[src/rtl/core/pve_pkg.sv]
package pve_pkg;

    localparam int unsigned VALUE_W  = 64;
    localparam int unsigned BYTE_W   = 8;
    localparam int unsigned GROUP_W  = 7;
    localparam int unsigned MAX_EXTRA = 8;
    localparam int unsigned EXTRA_W  = 4;
    localparam logic [BYTE_W-1:0] ALL_ONES_BYTE = 8'hFF;

    typedef struct packed {
        logic [BYTE_W-1:0]  first_byte;
        logic [EXTRA_W-1:0] n_extra;
        logic [VALUE_W-1:0] value;
    } t_entry;

    typedef struct packed {
        logic   valid;
        t_entry entry;
    } t_push;

    typedef struct packed {
        logic full;
        logic empty;
    } t_q_stat;

    typedef struct packed {
        logic busy;
    } t_back_stat;

endpackage

[src/rtl/core/pve_ifs.sv]
interface pve_in_if;
    logic        valid;
    logic        ready;
    logic [63:0] value;

    modport source (output valid, output value, input ready);
    modport sink   (input valid, input value, output ready);
endinterface

interface pve_out_if;
    logic       valid;
    logic       ready;
    logic [7:0] out_byte;
    logic       last;

    modport source (output valid, output out_byte, output last, input ready);
    modport sink   (input valid, input out_byte, input last, output ready);
endinterface

[src/rtl/core/pve_front.sv]
module pve_front (
    pve_in_if.sink          i_in,
    input  pve_pkg::t_q_stat i_q_stat,
    output pve_pkg::t_push   o_push
);
    import pve_pkg::*;

    logic [EXTRA_W-1:0] w_extra;
    logic [BYTE_W-1:0]  w_prefix;
    logic [BYTE_W-1:0]  w_high;
    logic [BYTE_W-1:0]  w_first;

    // extra byte count from the group thresholds 2^7 .. 2^56
    always_comb begin
        int j;
        w_extra = '0;
        for (j = 1; j <= int'(MAX_EXTRA); j++) begin
            if ((i_in.value >> (GROUP_W * j)) != '0) begin
                w_extra = EXTRA_W'(j);
            end
        end
    end

    always_comb begin
        w_prefix = BYTE_W'(ALL_ONES_BYTE << (EXTRA_W'(MAX_EXTRA) - w_extra));
        w_high   = i_in.value[{w_extra[2:0], 3'b000} +: BYTE_W];
        if (w_extra == EXTRA_W'(MAX_EXTRA)) begin
            w_first = ALL_ONES_BYTE;
        end else begin
            w_first = w_prefix | w_high;
        end
    end

    assign i_in.ready              = !i_q_stat.full;
    assign o_push.valid            = i_in.valid && !i_q_stat.full;
    assign o_push.entry.first_byte = w_first;
    assign o_push.entry.n_extra    = w_extra;
    assign o_push.entry.value      = i_in.value;

endmodule

[src/rtl/core/pve_queue.sv]
module pve_queue #(
    parameter int unsigned DEPTH = 2
) (
    input  logic             i_clk,
    input  logic             i_rst_n,
    input  pve_pkg::t_push   i_push,
    input  logic             i_pop,
    output pve_pkg::t_entry  o_head,
    output pve_pkg::t_q_stat o_stat
);
    import pve_pkg::*;

    localparam int unsigned PTR_W = (DEPTH > 1) ? $clog2(DEPTH) : 1;
    localparam int unsigned CNT_W = $clog2(DEPTH + 1);

    t_entry             r_mem [DEPTH];
    logic [PTR_W-1:0]   r_wr_ptr, n_wr_ptr;
    logic [PTR_W-1:0]   r_rd_ptr, n_rd_ptr;
    logic [CNT_W-1:0]   r_count, n_count;
    logic               w_do_push;
    logic               w_do_pop;

    assign w_do_push = i_push.valid && (r_count != CNT_W'(DEPTH));
    assign w_do_pop  = i_pop && (r_count != '0);

    always_comb begin
        n_wr_ptr = r_wr_ptr;
        n_rd_ptr = r_rd_ptr;
        n_count  = r_count;
        if (w_do_push) begin
            n_wr_ptr = (r_wr_ptr == PTR_W'(DEPTH - 1)) ? '0 : r_wr_ptr + PTR_W'(1);
        end
        if (w_do_pop) begin
            n_rd_ptr = (r_rd_ptr == PTR_W'(DEPTH - 1)) ? '0 : r_rd_ptr + PTR_W'(1);
        end
        if (w_do_push && !w_do_pop) begin
            n_count = r_count + CNT_W'(1);
        end else if (!w_do_push && w_do_pop) begin
            n_count = r_count - CNT_W'(1);
        end
    end

    always_ff @(posedge i_clk) begin
        if (!i_rst_n) begin
            r_wr_ptr <= '0;
            r_rd_ptr <= '0;
            r_count  <= '0;
        end else begin
            r_wr_ptr <= n_wr_ptr;
            r_rd_ptr <= n_rd_ptr;
            r_count  <= n_count;
        end
    end

    always_ff @(posedge i_clk) begin
        if (w_do_push) begin
            r_mem[r_wr_ptr] <= i_push.entry;
        end
    end

    assign o_head       = r_mem[r_rd_ptr];
    assign o_stat.full  = (r_count == CNT_W'(DEPTH));
    assign o_stat.empty = (r_count == '0);

endmodule

[src/rtl/core/pve_back.sv]
module pve_back (
    input  logic                i_clk,
    input  logic                i_rst_n,
    input  pve_pkg::t_entry     i_head,
    input  pve_pkg::t_q_stat    i_q_stat,
    output logic                o_pop,
    output pve_pkg::t_back_stat o_stat,
    pve_out_if.source           o_out
);
    import pve_pkg::*;

    logic                r_valid, n_valid;
    logic [BYTE_W-1:0]   r_byte, n_byte;
    logic                r_last, n_last;
    logic [VALUE_W-1:0]  r_val, n_val;
    logic [EXTRA_W-1:0]  r_cnt, n_cnt;
    logic                w_advance;
    logic [2:0]          w_idx;

    assign w_advance = !r_valid || o_out.ready;
    assign w_idx     = 3'(r_cnt - EXTRA_W'(1));
    assign o_pop     = w_advance && (r_cnt == '0) && !i_q_stat.empty;

    always_comb begin
        n_valid = r_valid;
        n_byte  = r_byte;
        n_last  = r_last;
        n_val   = r_val;
        n_cnt   = r_cnt;
        if (w_advance) begin
            if (r_cnt != '0) begin
                n_valid = 1'b1;
                n_byte  = r_val[{w_idx, 3'b000} +: BYTE_W];
                n_last  = (r_cnt == EXTRA_W'(1));
                n_cnt   = r_cnt - EXTRA_W'(1);
            end else if (!i_q_stat.empty) begin
                n_valid = 1'b1;
                n_byte  = i_head.first_byte;
                n_last  = (i_head.n_extra == '0);
                n_val   = i_head.value;
                n_cnt   = i_head.n_extra;
            end else begin
                n_valid = 1'b0;
            end
        end
    end

    always_ff @(posedge i_clk) begin
        if (!i_rst_n) begin
            r_valid <= 1'b0;
            r_cnt   <= '0;
        end else begin
            r_valid <= n_valid;
            r_cnt   <= n_cnt;
        end
    end

    always_ff @(posedge i_clk) begin
        r_byte <= n_byte;
        r_last <= n_last;
        r_val  <= n_val;
    end

    assign o_out.valid    = r_valid;
    assign o_out.out_byte = r_byte;
    assign o_out.last     = r_last;
    assign o_stat.busy    = (r_cnt != '0);

endmodule

[src/rtl/core/prefix_varint_encoder_top.sv]
// path when idle: an accepted value is written into the queue, then its first byte into the back end's output register
// a value yields 1 + e output bytes, e = 0..8 extra bytes
// values below 128 need a single byte, so they stream back to back
// the back end emits one byte per cycle while o_out.ready is high; the queue takes new values while bytes drain
// reset: synchronous active-low i_rst_n empties the queue and drops any byte in flight
module prefix_varint_encoder_top #(
    parameter int unsigned QDEPTH = 2
) (
    input  logic       i_clk,
    input  logic       i_rst_n,
    pve_in_if.sink     i_in,
    pve_out_if.source  o_out
);
    import pve_pkg::*;

    t_push      w_push;
    t_q_stat    w_q_stat;
    t_entry     w_head;
    logic       w_pop;
    t_back_stat w_back_stat;

    pve_front u_front (
        .i_in     (i_in),
        .i_q_stat (w_q_stat),
        .o_push   (w_push)
    );

    pve_queue #(
        .DEPTH (QDEPTH)
    ) u_queue (
        .i_clk   (i_clk),
        .i_rst_n (i_rst_n),
        .i_push  (w_push),
        .i_pop   (w_pop),
        .o_head  (w_head),
        .o_stat  (w_q_stat)
    );

    pve_back u_back (
        .i_clk    (i_clk),
        .i_rst_n  (i_rst_n),
        .i_head   (w_head),
        .i_q_stat (w_q_stat),
        .o_pop    (w_pop),
        .o_stat   (w_back_stat),
        .o_out    (o_out)
    );

    a_q_consistent: assert property (@(posedge i_clk) disable iff (!i_rst_n)
        !(w_q_stat.full && w_q_stat.empty))
        else $error("queue full and empty at once");

    a_push_lands: assert property (@(posedge i_clk) disable iff (!i_rst_n)
        (i_in.valid && i_in.ready) |=> !w_q_stat.empty)
        else $error("accepted transaction missing from queue");

    a_last_ends_run: assert property (@(posedge i_clk) disable iff (!i_rst_n)
        (o_out.valid && o_out.last) |-> !w_back_stat.busy)
        else $error("last byte shown with bytes still pending");

    a_no_pop_mid_run: assert property (@(posedge i_clk) disable iff (!i_rst_n)
        w_back_stat.busy |-> !w_pop)
        else $error("queue popped during a run");

endmodule
[src/flat_wrapper.sv]
// flat-port wrapper written by rule: the top's interface ports become plain ports
module prefix_varint_encoder_top_flat import pve_pkg::*;
#(
    parameter int unsigned QDEPTH = 2
)
  (i_clk, i_rst_n, i_in_valid, i_in_value, i_in_ready, o_out_valid, o_out_out_byte, o_out_last, o_out_ready);
  pve_in_if i_in_i ();
  pve_out_if o_out_i ();
  input  logic i_clk;
  input  logic i_rst_n;
  input wire logic [$bits(i_in_i.valid)-1:0] i_in_valid;
  input wire logic [$bits(i_in_i.value)-1:0] i_in_value;
  output wire logic [$bits(i_in_i.ready)-1:0] i_in_ready;
  output wire logic [$bits(o_out_i.valid)-1:0] o_out_valid;
  output wire logic [$bits(o_out_i.out_byte)-1:0] o_out_out_byte;
  output wire logic [$bits(o_out_i.last)-1:0] o_out_last;
  input wire logic [$bits(o_out_i.ready)-1:0] o_out_ready;
  assign i_in_i.valid = i_in_valid;
  assign i_in_i.value = i_in_value;
  assign i_in_ready = i_in_i.ready;
  assign o_out_valid = o_out_i.valid;
  assign o_out_out_byte = o_out_i.out_byte;
  assign o_out_last = o_out_i.last;
  assign o_out_i.ready = o_out_ready;
  prefix_varint_encoder_top #(.QDEPTH(QDEPTH)) u_core (.i_clk(i_clk), .i_rst_n(i_rst_n), .i_in(i_in_i), .o_out(o_out_i));
endmodule
[config.mk]
export PLATFORM = sky130hd
export DESIGN_NAME = prefix_varint_encoder_top_flat
export DESIGN_NICKNAME = d
export VERILOG_FILES = /design/src/rtl/core/pve_pkg.sv /design/src/rtl/core/pve_ifs.sv /design/src/rtl/core/pve_front.sv /design/src/rtl/core/pve_queue.sv /design/src/rtl/core/pve_back.sv /design/src/rtl/core/prefix_varint_encoder_top.sv /design/src/flat_wrapper.sv
export SDC_FILE = /design/constraint.sdc
export NUM_CORES = 1
export LEC_CHECK = 0
export BUFFER_PORTS_ARGS = -buffer_cell sky130_fd_sc_hd__buf_2
export CAP_MARGIN = 0
export CORE_MARGIN = 2
export CORE_UTILIZATION = 59
export CTS_CLUSTER_DIAMETER = 60
export DETAILED_ROUTE_END_ITERATION = 12
export GPL_TIMING_DRIVEN = 0
export MAX_ROUTING_LAYER = met4
export PLACE_DENSITY = 0.8
export SLEW_MARGIN = 40
export SYNTH_ARGS = -nofsm -noshare
export SYNTH_HDL_FRONTEND = slang
export SYNTH_SLANG_ARGS = --single-unit
[constraint.sdc]
create_clock -name i_clk -period 7.9 [get_ports i_clk]
set_clock_uncertainty 0.2 [all_clocks]
set_input_delay 1.185 -clock i_clk [delete_from_list [all_inputs] [get_ports i_clk]]
set_output_delay 1.185 -clock i_clk [all_outputs]
set_load 0.02 [all_outputs]
==> impl_results.md <==
- Worst hold-check path type: reg -> reg
- Final HPWL from detailed placement: 13740 microns
- Final clock period utilization by the worst path: 0.5537
- Setup TNS after final layout: 0 ns
- R2r setup slk: 3.53 ns
- Detailed Route Iter0 Violations: 642
- Post-Route Hold Slack: roughly 0.32 ns
- Crit path launch type: flop
- CTS H-tree lvls: 1
- Critical Setup Path Class: reg -> reg
- Cell with the most instances on the worst path: sky130_fd_sc_hd__clkbuf_1
- # Post-CTS Setup Buffers: 0
- Final-layout fill cell count: 984
- Yosys top cell area share: 0.7179
- Overall die area: 16980 sq um
- Wire length after detailed routing: 19730 microns
- Global placer's final weighted congestion: between 0.9 and 1
- Part of the Yosys area used for sequential elements: 0.7392
- Count leader, synth: sky130_fd_sc_hd__edfxtp_1
- P_sw: between 1000 and 1500 uW
- Final-stage net count: 713
- Proportion of layout cells with a drive suffix above 1: 0.3196
- Worst VDD drop: 0.2048 mV
- Sequential group share of total power: 0.455
- Worst Tran Pin Value: slightly below 0.9 ns
- Drt pass-1 iters: 5
- Ports placed on the boundary: between 70 and 80
- Worst Setup EP: u_core.u_back.o_out.out_byte[3]
- Logic depth of the worst path, buffers included: 11
- Synth warnings: 0
- Multi-input logic area: 2360 sq um
- Clock share of power: 0.254
- End of the worst register-to-register path: u_core.u_back.o_out.out_byte[3]
- Post-layout minimum cycle time: 4.374 ns
- Total core area: approximately 16000 sq um
- Switching share of power: 0.2974
- Via count of the first global-routing pass: ~5300
- Input/output buffers: approximately 80
- Leftover overflow at the end of global routing: 0
- Design internal power: about 2800 uW
- Antenna violations before repair: 0
- Clock sink total: 235
- Reported leakage power: 0.003713 uW
- Pin count of the biggest net entering global routing: slightly above 40
- Highest clock frequency the design can meet: about 0.23 GHz
- Routed wirelength normalized by instance count: ~23 microns
- Post-synth top flop: sky130_fd_sc_hd__edfxtp_1
- Width of the die: between 100 and 150 microns
- Syn avg cell area: about 18 sq um
- Number of standard cells in the layout, taps in and fillers out: 873
- Die Y-Extent: 130.3 microns
- Dpl cells: a little over 800
- Critical path arrival: roughly 4.4 ns
- Maximum fanout along the worst path: 10
- Seq. cell area: ~7000 sq um
- Post-Synthesis Cell Area: around 9400 sq um
- Overall power consumption: about 4000 uW
- Ys async rst share: 0
- Top cells by instance count after synthesis: sky130_fd_sc_hd__edfxtp_1, sky130_fd_sc_hd__mux2_2, sky130_fd_sc_hd__mux2i_1, sky130_fd_sc_hd__nor2_1
- Number of flip-flops and latches in the synthesized netlist: roughly 240
- Pre-CTS setup slack: between 3 and 4 ns
- Total inserted antenna cells: 0
- Worst setup path startpoint: u_core.u_back.r_cnt[0]
- Number of flops mapped to enable cells by yosys: roughly 230
- Power Density: 360.9 nW/um^2
- Post-synthesis net count: 600
- CTS tree: yes
- R2r startpoint: u_core.u_back.r_cnt[0]
- Post-synth top area cell: sky130_fd_sc_hd__edfxtp_1
- Via count: 5298
- Remaining number of nets flagged by the antenna check after routing: 0
- First-pass GRT wire length: 29970 microns
- Final Slew Violations: 0
- Cell types with the largest area share after synthesis: sky130_fd_sc_hd__edfxtp_1, sky130_fd_sc_hd__mux2_2, sky130_fd_sc_hd__mux4_2
- Remaining DRCs: 0
- Count of buffer and inverter cells on the critical path: 5
- Clock latency on the worst-skew pair: ~0.51 ns
- Count of final setup violators: 0
- Max-slew headroom at the worst pin: 0.4191
- Kind of end point of the critical path: flop
- Number of rows in the core area: 46
- Number of cell instances on the worst register-to-register path: 11
- Final WS setup: 3.526 ns
- Maximum capacitance violations: 0
- Resized cells post-CTS: 0
- Number of hold buffers added after CTS: 0
- Power share of the combinational group: 0.291
- Unrepaired setup endpoints after global routing: no
- Cell with the largest stage delay on the worst path: sky130_fd_sc_hd__clkbuf_1
- Final hold violations: 0
- GRT Resource Usage Total: 0.2488
- P&R area growth vs syn: 16.76%
- Clock Tree Root: sky130_fd_sc_hd__clkbuf_16
- Initial cell density of the core: 0.5990
- Required time of the worst setup path: 7.93 ns
- Chain of cells forming the critical path: clkbuf_2 > buf_2 > inv_1 > ha_1 > clkbuf_1 > clkbuf_1 > mux4_2 > nand2_1 > o21ai_0 > a211oi_1 > a21oi_1
- Synth unique cells: 46
- Critical path's top delay family: buffers and inverters
- Number of buffers created by CTS: 24
- Status: finished, final reports clean
- Via density per instance: roughly 6
- Maximum number of buffers from clock root to sink: 3
- Clock-pin transition on the worst setup and hold timing paths: around 0.060 ns
- Slowest stage delay, CP: about 0.65 ns
- Number of cells produced by synthesis: between 500 and 600
==> how the worst min path moves through the flow <==
stage / start / cells after the start / end
2_1_floorplan: u_core.u_queue.r_rd_ptr / 2 / flop
3_3_place_gp: u_core.u_queue.r_count[1] / 2 / u_core.u_queue.r_count[1]
3_5_place_dp: u_core.u_queue.r_rd_ptr / 2 / u_core.u_queue.r_rd_ptr
4_1_cts: u_core.u_queue.r_rd_ptr / 2 / flop
5_1_grt: u_core.u_queue.r_mem[1][39] / 1 / u_core.u_back.r_val[39]
6_report: u_core.u_queue.r_rd_ptr / 2 / u_core.u_queue.r_rd_ptr
==> worst min-delay path, delay by kind of cell (launching register included) <==
kind             cells  cell delay, ns
AND/OR/NAND/NOR      1            0.08
flip-flops           1            0.32
XOR/XNOR             1            0.09
==> layout make-up <==
| class | count | share of cell area |
|---|---|---|
| plain buffers | 20 | 0.007173 |
| clock buffers | 30 | 0.05864 |
| clock inverters | 13 | 0.005237 |
| inverters | 11 | 0.003757 |
| multi-input cells | 261 | 0.2147 |
| flip-flops and latches | 235 | 0.6330 |
| well taps | 216 | 0.02459 |
| repair buffers | 87 | 0.05283 |
==> per-stage QoR <==
stage / util / area, sq um
finish: 0.6994 / 10990
global route: 0.6994 / 10990
detailed placement: 0.6547 / 10290
CTS: 0.6994 / 10990
floorplan: - / 9412
global placement: 0.6410 / 10070
==> power by group through the flow <==
stage	sequential [uW]	clock, uW	combinational [uW]
2_1_floorplan	1850	0	717
3_3_place_gp	1850	0	1030
3_5_place_dp	1830	0	1140
4_1_cts	1810	1020	1150
5_1_grt	1820	1070	1230
6_report	1800	1010	1160
==> flip-flops by register name, summed over array words and instances (netlist names), named ones only <==
name / cells
u_core.u_back.o_out.last: 1
u_core.u_back.o_out.out_byte: 8
u_core.u_back.o_out.valid: 1
u_core.u_back.r_cnt: 4
u_core.u_back.r_val: 64
u_core.u_queue.r_count: 2
u_core.u_queue.r_mem: 152
u_core.u_queue.r_rd_ptr: 1
u_core.u_queue.r_wr_ptr: 1
==> metal layers <==
metal,vias to the layer above,track usage,share of wire
li1,2344,-,-
met1,2664,0.3421,0.41
met2,240,0.3890,0.49
met3,50,0.02788,0.066
met4,0,0.09867,0.035
met5,-,-,0
==> cell families after synthesis <==
logic type	after synthesis	synth area share
AO/OA/AOI/OAI	56	0.04161
buffers and inverters	31	0.01263
XOR/XNOR	6	0.005584
adder cells (fa/ha/maj)	5	0.006647
flip-flops	235	0.7392
multiplexers	108	0.1448
AND/OR/NAND/NOR	86	0.04959
==> layout by cell type (no fill, tap or decap), types with 9 or more instances in the layout <==
master / instances
sky130_fd_sc_hd__edfxtp_1: 225
sky130_fd_sc_hd__buf_2: 80
sky130_fd_sc_hd__mux2_2: 65
sky130_fd_sc_hd__mux2i_1: 27
sky130_fd_sc_hd__clkbuf_16: 25
sky130_fd_sc_hd__nand2_1: 17
sky130_fd_sc_hd__clkbuf_1: 16
sky130_fd_sc_hd__nor2_1: 16
sky130_fd_sc_hd__a21oi_1: 16
sky130_fd_sc_hd__mux4_2: 16
sky130_fd_sc_hd__nor4_1: 10
sky130_fd_sc_hd__o21ai_0: 10
sky130_fd_sc_hd__dfxtp_1: 10
sky130_fd_sc_hd__nor2b_1: 9
sky130_fd_sc_hd__inv_1: 9
sky130_fd_sc_hd__a211oi_1: 9
sky130_fd_sc_hd__clkinv_1: 9
No activity file was read; power rests on OpenSTA's default activity.
